[src/rtl/sati_pkg.sv]
package sati_pkg;

  localparam int TABLE_DEPTH = 16;
  localparam int IDX_W       = $clog2(TABLE_DEPTH);
  localparam int CNT_W       = $clog2(TABLE_DEPTH + 1);
  localparam int ANGLE_W     = 16;
  localparam int ENTRY_W     = 2 * ANGLE_W;
  localparam int DIV_STEPS   = ANGLE_W;
  localparam int DIV_W       = $clog2(DIV_STEPS);
  localparam int COUNT_W     = 5;

  localparam logic FUNC_LOAD  = 1'b0;
  localparam logic FUNC_QUERY = 1'b1;

  typedef enum logic [2:0] {
    S_IDLE,
    S_SCAN,
    S_DRAIN,
    S_CHECK,
    S_MUL,
    S_DIV,
    S_FINISH
  } state_t;

  typedef struct packed {
    logic             load;
    logic             start;
    logic             scan_rd;
    logic [IDX_W-1:0] rd_addr;
    logic             check;
    logic             mul;
    logic             div_step;
    logic             finish;
  } cmd_t;

  typedef struct packed {
    logic miss;
    logic same;
    logic out_free;
  } status_t;

endpackage

[src/rtl/sati_ram.sv]
module sati_ram #(
  parameter int WIDTH = 32,
  parameter int DEPTH = 16
) (
  input  logic                     clk,
  input  logic                     we,
  input  logic [$clog2(DEPTH)-1:0] waddr,
  input  logic [WIDTH-1:0]         wdata,
  input  logic [$clog2(DEPTH)-1:0] raddr,
  output logic [WIDTH-1:0]         rdata
);

  logic [WIDTH-1:0] mem [DEPTH];

  always_ff @(posedge clk) begin
    if (we) begin
      mem[waddr] <= wdata;
    end
    rdata <= mem[raddr];
  end

endmodule

[src/rtl/sati_ctrl.sv]
module sati_ctrl (
  input  logic                          clk,
  input  logic                          rst,
  input  logic                          in_valid,
  input  logic                          in_func,
  output logic                          in_ready,
  input  logic                          cfg_valid,
  input  logic [sati_pkg::COUNT_W-1:0]  cfg_data,
  input  sati_pkg::status_t             status,
  output sati_pkg::cmd_t                cmd
);

  sati_pkg::state_t              state, state_next;
  logic [sati_pkg::COUNT_W-1:0]  entry_count;
  logic [sati_pkg::IDX_W-1:0]    scan_idx, scan_idx_next;
  logic [sati_pkg::IDX_W-1:0]    last_idx, last_idx_next;
  logic [sati_pkg::DIV_W-1:0]    div_cnt, div_cnt_next;
  logic [sati_pkg::CNT_W-1:0]    n_use;

  always_comb begin
    if (32'(entry_count) > sati_pkg::TABLE_DEPTH) begin
      n_use = sati_pkg::CNT_W'(sati_pkg::TABLE_DEPTH);
    end else begin
      n_use = sati_pkg::CNT_W'(entry_count);
    end
  end

  always_ff @(posedge clk) begin
    if (rst) begin
      state       <= sati_pkg::S_IDLE;
      entry_count <= '0;
    end else begin
      state <= state_next;
      if (cfg_valid) begin
        entry_count <= cfg_data;
      end
    end
    scan_idx <= scan_idx_next;
    last_idx <= last_idx_next;
    div_cnt  <= div_cnt_next;
  end

  always_comb begin
    state_next    = state;
    scan_idx_next = scan_idx;
    last_idx_next = last_idx;
    div_cnt_next  = div_cnt;
    cmd           = '0;
    cmd.rd_addr   = scan_idx;
    in_ready      = (state == sati_pkg::S_IDLE);
    unique case (state)
      sati_pkg::S_IDLE: begin
        scan_idx_next = '0;
        last_idx_next = sati_pkg::IDX_W'(n_use - sati_pkg::CNT_W'(1));
        if (in_valid) begin
          if (in_func == sati_pkg::FUNC_QUERY) begin
            cmd.start  = 1'b1;
            state_next = (n_use == '0) ? sati_pkg::S_FINISH : sati_pkg::S_SCAN;
          end else begin
            cmd.load = 1'b1;
          end
        end
      end
      sati_pkg::S_SCAN: begin
        cmd.scan_rd = 1'b1;
        if (scan_idx == last_idx) begin
          state_next = sati_pkg::S_DRAIN;
        end else begin
          scan_idx_next = scan_idx + sati_pkg::IDX_W'(1);
        end
      end
      sati_pkg::S_DRAIN: begin
        state_next = sati_pkg::S_CHECK;
      end
      sati_pkg::S_CHECK: begin
        cmd.check = 1'b1;
        if (status.miss || status.same) begin
          state_next = sati_pkg::S_FINISH;
        end else begin
          state_next = sati_pkg::S_MUL;
        end
      end
      sati_pkg::S_MUL: begin
        cmd.mul      = 1'b1;
        div_cnt_next = '0;
        state_next   = sati_pkg::S_DIV;
      end
      sati_pkg::S_DIV: begin
        cmd.div_step = 1'b1;
        if (div_cnt == sati_pkg::DIV_W'(sati_pkg::DIV_STEPS - 1)) begin
          state_next = sati_pkg::S_FINISH;
        end else begin
          div_cnt_next = div_cnt + sati_pkg::DIV_W'(1);
        end
      end
      sati_pkg::S_FINISH: begin
        if (status.out_free) begin
          cmd.finish = 1'b1;
          state_next = sati_pkg::S_IDLE;
        end
      end
      default: begin
        state_next = sati_pkg::S_IDLE;
      end
    endcase
  end

  a_finish_to_idle: assert property (@(posedge clk) disable iff (rst)
    cmd.finish |=> state == sati_pkg::S_IDLE)
    else $error("finish did not return to idle");

  a_div_length: assert property (@(posedge clk) disable iff (rst)
    cmd.mul |=> state == sati_pkg::S_DIV && div_cnt == '0)
    else $error("division did not start from step zero");

endmodule

[src/rtl/sati_dp.sv]
module sati_dp (
  input  logic                          clk,
  input  logic                          rst,
  input  sati_pkg::cmd_t                cmd,
  output sati_pkg::status_t             status,
  input  logic [3:0]                    entry_index,
  input  logic signed [15:0]            entry_wind_angle,
  input  logic signed [15:0]            entry_sail_angle,
  input  logic signed [15:0]            query_wind_angle,
  output logic                          out_valid,
  input  logic                          out_ready,
  output logic signed [15:0]            trim_angle,
  output logic                          no_bracket
);

  logic                             ram_we;
  logic [sati_pkg::ENTRY_W-1:0]     ram_rdata;
  logic                             rd_pend;
  logic [sati_pkg::IDX_W-1:0]       rd_idx;
  logic signed [15:0]               w, s;
  logic signed [15:0]               q, wl, wr, sl, sr;
  logic                             lf, rf;
  logic [sati_pkg::IDX_W-1:0]       li, ri;
  logic                             hit_l, hit_r;
  logic                             neg;
  logic [15:0]                      ds, dq, den;
  logic [31:0]                      prod;
  logic [15:0]                      rem, dvd;
  logic [16:0]                      trial;
  logic                             ge;
  logic signed [16:0]               qs, sum;

  assign ram_we = cmd.load && (32'(entry_index) < sati_pkg::TABLE_DEPTH);

  sati_ram #(
    .WIDTH (sati_pkg::ENTRY_W),
    .DEPTH (sati_pkg::TABLE_DEPTH)
  ) u_table (
    .clk   (clk),
    .we    (ram_we),
    .waddr (sati_pkg::IDX_W'(entry_index)),
    .wdata ({entry_wind_angle, entry_sail_angle}),
    .raddr (cmd.rd_addr),
    .rdata (ram_rdata)
  );

  assign w     = ram_rdata[31:16];
  assign s     = ram_rdata[15:0];
  assign hit_l = (w <= q) && (!lf || (w > wl));
  assign hit_r = (w >= q) && (!rf || (w < wr));

  assign prod  = 32'(ds) * 32'(dq);
  assign trial = {rem, dvd[15]};
  assign ge    = (trial >= {1'b0, den});
  assign qs    = neg ? -$signed({1'b0, dvd}) : $signed({1'b0, dvd});
  assign sum   = 17'(sl) + qs;

  assign status.miss     = !lf || !rf;
  assign status.same     = (li == ri);
  assign status.out_free = !out_valid || out_ready;

  always_ff @(posedge clk) begin
    if (rst) begin
      out_valid <= 1'b0;
      rd_pend   <= 1'b0;
    end else begin
      rd_pend <= cmd.scan_rd;
      if (cmd.finish) begin
        out_valid <= 1'b1;
      end else if (out_ready) begin
        out_valid <= 1'b0;
      end
    end
  end

  always_ff @(posedge clk) begin
    if (cmd.scan_rd) begin
      rd_idx <= cmd.rd_addr;
    end
    if (cmd.start) begin
      q  <= query_wind_angle;
      lf <= 1'b0;
      rf <= 1'b0;
    end
    if (rd_pend) begin
      if (hit_l) begin
        lf <= 1'b1;
        li <= rd_idx;
        wl <= w;
        sl <= s;
      end
      if (hit_r) begin
        rf <= 1'b1;
        ri <= rd_idx;
        wr <= w;
        sr <= s;
      end
    end
    if (cmd.check) begin
      neg <= (sr < sl);
      ds  <= (sr < sl) ? 16'(sl - sr) : 16'(sr - sl);
      dq  <= 16'(q - wl);
      den <= 16'(wr - wl);
    end
    if (cmd.mul) begin
      rem <= prod[31:16];
      dvd <= prod[15:0];
    end
    if (cmd.div_step) begin
      rem <= ge ? 16'(trial - {1'b0, den}) : trial[15:0];
      dvd <= {dvd[14:0], ge};
    end
    if (cmd.finish) begin
      no_bracket <= status.miss;
      if (status.miss) begin
        trim_angle <= '0;
      end else if (status.same) begin
        trim_angle <= sl;
      end else begin
        trim_angle <= sum[15:0];
      end
    end
  end

  a_mul_bracketed: assert property (@(posedge clk) disable iff (rst)
    cmd.mul |-> lf && rf && (li != ri) && (wl < q) && (q < wr))
    else $error("interpolation without a strict bracket");

  a_finish_shows: assert property (@(posedge clk) disable iff (rst)
    cmd.finish |=> out_valid)
    else $error("finished result not presented");

endmodule

[src/rtl/sail_angle_table_interpolator_top.sv]
// sail angle table interpolator
// s_* channel: one item per handshake; s_tuser selects load (0) or query (1).
// a load writes one table entry and gives no result; a query gives one result
// item on the m_* channel: the interpolated sail angle and a miss flag.
// cfg_* channel: writes entry_count, the number of entries a query scans from
// index zero; take it only while no query is in flight.
// query steps: from acceptance to m_tvalid a query scans the first n table
// entries, n being entry_count with values above 16 counted as 16 (through the
// table ram at one entry per cycle, then one registered read), does a 16x16
// multiply, then runs a 16-step restoring divider; a query that misses or lands
// exactly on an entry skips the multiply and divide, and with n zero the query
// goes straight to its finish step.
// flow: one query at a time, the next taken only once the last has finished;
// loads are taken back to back.
// the result sits in an output register; a new item is accepted while it waits,
// and a following query holds in its last step until the receiver takes it.
// reset clears the controller state, entry_count and the output valid; table entries
// hold nothing defined until loaded.
module sail_angle_table_interpolator_top (
  input  logic        clk,
  input  logic        rst,
  input  logic        s_tvalid,
  output logic        s_tready,
  input  logic [55:0] s_tdata,   // entry_index, entry_wind_angle, entry_sail_angle,
                                 // query_wind_angle, zero pad
  input  logic [0:0]  s_tuser,   // func
  output logic        m_tvalid,
  input  logic        m_tready,
  output logic [15:0] m_tdata,   // trim_angle
  output logic [0:0]  m_tuser,   // no_bracket
  input  logic        cfg_valid,
  output logic        cfg_ready,
  input  logic [4:0]  cfg_data   // entry_count
);

  sati_pkg::cmd_t    cmd;
  sati_pkg::status_t status;
  logic signed [15:0] trim_angle;
  logic               no_bracket;

  assign cfg_ready = 1'b1;
  assign m_tdata   = trim_angle;
  assign m_tuser   = no_bracket;

  sati_ctrl u_ctrl (
    .clk       (clk),
    .rst       (rst),
    .in_valid  (s_tvalid),
    .in_func   (s_tuser[0]),
    .in_ready  (s_tready),
    .cfg_valid (cfg_valid),
    .cfg_data  (cfg_data),
    .status    (status),
    .cmd       (cmd)
  );

  sati_dp u_dp (
    .clk              (clk),
    .rst              (rst),
    .cmd              (cmd),
    .status           (status),
    .entry_index      (s_tdata[3:0]),
    .entry_wind_angle (s_tdata[19:4]),
    .entry_sail_angle (s_tdata[35:20]),
    .query_wind_angle (s_tdata[51:36]),
    .out_valid        (m_tvalid),
    .out_ready        (m_tready),
    .trim_angle       (trim_angle),
    .no_bracket       (no_bracket)
  );

endmodule

[config.mk]
export PLATFORM = sky130hd
export DESIGN_NAME = sail_angle_table_interpolator_top
export DESIGN_NICKNAME = d
export VERILOG_FILES = /design/src/rtl/sati_pkg.sv /design/src/rtl/sati_ram.sv /design/src/rtl/sati_ctrl.sv /design/src/rtl/sati_dp.sv /design/src/rtl/sail_angle_table_interpolator_top.sv
export SDC_FILE = /design/constraint.sdc
export NUM_CORES = 2
export LEC_CHECK = 0
export ABC_AREA = 1
export BUFFER_PORTS_ARGS = -buffer_cell sky130_fd_sc_hd__buf_2
export CAP_MARGIN = 25
export CORE_UTILIZATION = 40
export CTS_CLUSTER_DIAMETER = 150
export CTS_CLUSTER_SIZE = 25
export DETAILED_ROUTE_END_ITERATION = 8
export PLACE_DENSITY = 0.62
export SLEW_MARGIN = 25
export SYNTH_ARGS = -nofsm -noshare
export SYNTH_HDL_FRONTEND = slang
export SYNTH_HIERARCHICAL = 1
export SYNTH_SLANG_ARGS = --single-unit
[constraint.sdc]
create_clock -name clk -period 5.55 [get_ports clk]
set_clock_uncertainty 0.2 [all_clocks]
set_input_delay 0.2775 -clock clk [delete_from_list [all_inputs] [get_ports clk]]
set_output_delay 0.2775 -clock clk [all_outputs]
set_load 0.005 [all_outputs]
==> flow_summary.toml <==
[status]
status = "complete, but fails checks"
violations = "DRC, setup timing"

[global_routing]
grt_pass1_vias = 32650
antenna_found_initial = 7
grt_pass1_wl_mm = 183.5
grt_max_degree = 203
track_usage_pct = 20.04
overflow = 0

[synth]
synth.area.top_cells = "edfxtp_1, nand2_1, fa_1"
synth_common_cells = "nand2_1, inv_1, edfxtp_1"
synth_cell_types = 50
synth_seq_area_share_pct = 48.25
synth_seq_cells = 758
synthFlopType = "edfxtp_1"
synth_most_common_cell = "nand2_1"
async_reset_ff_share_pct = 0
synth_warnings = 6
synth_top_area_share_pct = 46.35
synthCells = 5062
synth_edf_count = 714
avgSynthCellArea_um2 = 9.139
syn-num-nets = 5576
yosys.area.top_type = "edfxtp_1"
synth_area_um2 = 46260

[timing]
period_minus_slack_ns = 5.599
slew_headroom_pct = 27.02
finalHoldViolCount = 0
fmax_mhz = 178.6
tns_ns = -0.1018
rsz0062_at_grt = "yes"
final_max_slew_viol_count = 0
timing.final.crit_share_pct = 100.9
whs_ns = 0.05824
setup_ws_ns = -0.04925
worst_slew_pin_slew_ns = 1.095
setup_viol = 4

[routing]
dr.pass1.iters = 8
via_per_inst = 4.918
dr_wl_met3_mm = 5.388
ant_nets = 0
routed.top_layer = "met5"
wire_per_inst_um = 17.29
wirelength_mm = 116.9
drtIter0Drc = 2518
drc = 12
wl_met2_mm = 57.11
drt-met1-wl_mm = 51.61
via_count = 33250

[power_and_ir_drop]
p_int_uw = 15300
ir_worst_vdd_mv = 0.7925
swShare_pct = 45.18
pwr-share-seq_pct = 26.9
leakage_uw = 0.02420
pwr-share-comb_pct = 62.1
clkPwrFrac_pct = 11.0
powerDensity_nw_per_um2 = 539.5
power_switching_uw = 12610

[die]
rows = 124
initial_core_util_pct = 40.40
pin_count = 87
die_x_um = 342.1
dieHeight_um = 342.1
dieArea_um2 = 117000
core-area_um2 = 114500

[final_layout]
final_net_count = 5742
area_delta_synth_final_pct = 11.84
drive_gt1_share_pct = 10.08

[clock_tree]
clock_sinks = 758
insertion_delay_ns = 0.63
clockBufferDepth = 3
cts_tree = "done"
cts_buffers = 36
cts-root-buf = "clkbuf_16"
cts.clk_slew.worst_paths_ns = 0.12
h-tree-depth = 2

[placed_design]
portBuffers = 81
gp_congestion = 0.8940
hpwl_mm = 82.08

[worst_hold_path]
hold_path.class = "in -> reg"

[critical_path]
crit_type = "reg -> reg"
endpoint_kind = "flop"
crit_arrival_ns = 5.81
rrSetupSlack_ns = -0.05
critPathLaunchType = "flop"
worstPathRequired_ns = 5.76
crit_path_max_fanout = 7

[job]
drv_cap = 0
[critical path, stage by stage, from the launching register on]
cell      delay (ns)
edfxtp_1        0.55
nand2_1         0.13
inv_2           0.04
fa_1            0.53
inv_1           0.05
fa_1            0.46
fa_1            0.53
inv_2           0.04
fa_1            0.52
fa_1            0.53
inv_2           0.04
fa_1            0.51
inv_2           0.05
ha_4            0.32
nand2_4         0.09
nor2_4          0.12
inv_2           0.06
nor3_2          0.19
nand4_1         0.13
nand3_1         0.11
nand2_1         0.06
nand3_2         0.07
nand2_1         0.05
[per-stage QoR]
| step | utilization [%] | setup slack [ns] | total power [uW] | instances | instance area [um2] |
|---|---|---|---|---|---|
| finish | 45.18 | -0.04925 | 27910 | 6762 | 51730 |
| global route | 45.18 | -0.2777 | 30000 | 6760 | 51730 |
| global placement | 42.72 | -0.2941 | 21200 | 6610 | 48910 |
| floorplan | - | 0.0005200 | 16540 | 5062 | 46290 |
| detailed placement | 42.78 | -0.3066 | 21350 | 6613 | 48980 |
| CTS | 44.84 | -0.06085 | 26660 | 6754 | 51340 |
[flip-flops by register name, indices dropped and copies added, names as in the netlist, 5 cells and up]
register	count
u_dp/wr	16
u_dp/trim_angle	16
u_dp/sr	16
u_dp/wl	16
u_dp/u_table/rdata	32
u_dp/u_table/mem	512
u_dp/den	16
u_ctrl/entry_count	5
u_dp/rem	16
u_dp/dvd	16
u_dp/sl	16
u_dp/ds	16
u_dp/dq	16
u_dp/q	16
[worst paths after layout]
kind                                 startpoint                            to  cells after the start
setup / recovery          u_dp/ds[13]$_DFFE_PP_         u_dp/rem[8]$_DFFE_PP_                     22
setup reg to reg          u_dp/ds[13]$_DFFE_PP_         u_dp/rem[8]$_DFFE_PP_                     22
hold / removal                         s_tvalid  u_ctrl/state[0]$_SDFFE_PP0P_                      7
hold reg to reg   u_dp/u_table/rdata[3]$_DFF_P_          u_dp/sr[3]$_DFFE_PP_                      0
[cells by family (layout without fill, tap and decap cells)]
group	after synthesis	in the layout	share of synthesized area (%)
compound gates	299	299	3.595
simple gates	2225	2225	20.19
fa+ha+maj	447	447	15.34
other cells	1	5	0.008106
buf+inv	1239	1423	10.85
xor+xnor	93	93	1.761
flops	758	758	48.25
[routing by layer]
metal,up-vias,track usage (%)
li1,16260,-
met1,16040,26.90
met2,797,34.74
met3,159,1.859
met4,4,5.069
met5,-,0
[cell type report]
cell class                 count  area, um2
fill                       10830      62770
sequential                   758      22320
multi-input combinational   3065      19810
inverter                    1041       3918
timing repair buffer         326       2734
tap                         1512       1892
clock buffer                  50      953.4
clock inverter                 6      100.1
antenna                        4      10.01
[layout by cell type (no fill, tap or decap), types with 15 or more instances in the layout]
cell / count
xor2_1: 66
nand2_2: 40
o21ai_0: 72
buf_2: 81
clkbuf_16: 36
buf_12: 18
ha_1: 226
fa_1: 193
nor2_1: 130
inv_1: 997
ha_4: 18
nor2_2: 16
inv_2: 41
dfxtp_1: 44
nand4_1: 20
dlygate4sd3_1: 65
nand2_4: 15
a21oi_1: 125
nand2_1: 1389
edfxtp_1: 714
nand3_1: 518
nor3_1: 20
xnor2_1: 27
o21ai_1: 22
nor2_4: 30
buf_4: 148
nand3b_1: 18
[timing repair]
item                                    4_1_cts  5_1_grt
pin swaps                                    51       39
hold buffers                                 65        0
gates resized for setup                     118       98
endpoints found under the setup margin       23       23
endpoints found under the hold margin       538        0
setup buffers                                20        3
[power groups by stage]
stage	clock network, uW	registers (uW)	logic, uW
after floorplan	0	7460	9090
after global placement	0	7630	13600
after detailed placement	0	7630	13700
after CTS	3160	7510	16000
after global routing	3330	7560	19100
final	3070	7510	17300
(Power assumes the default switching activity.)
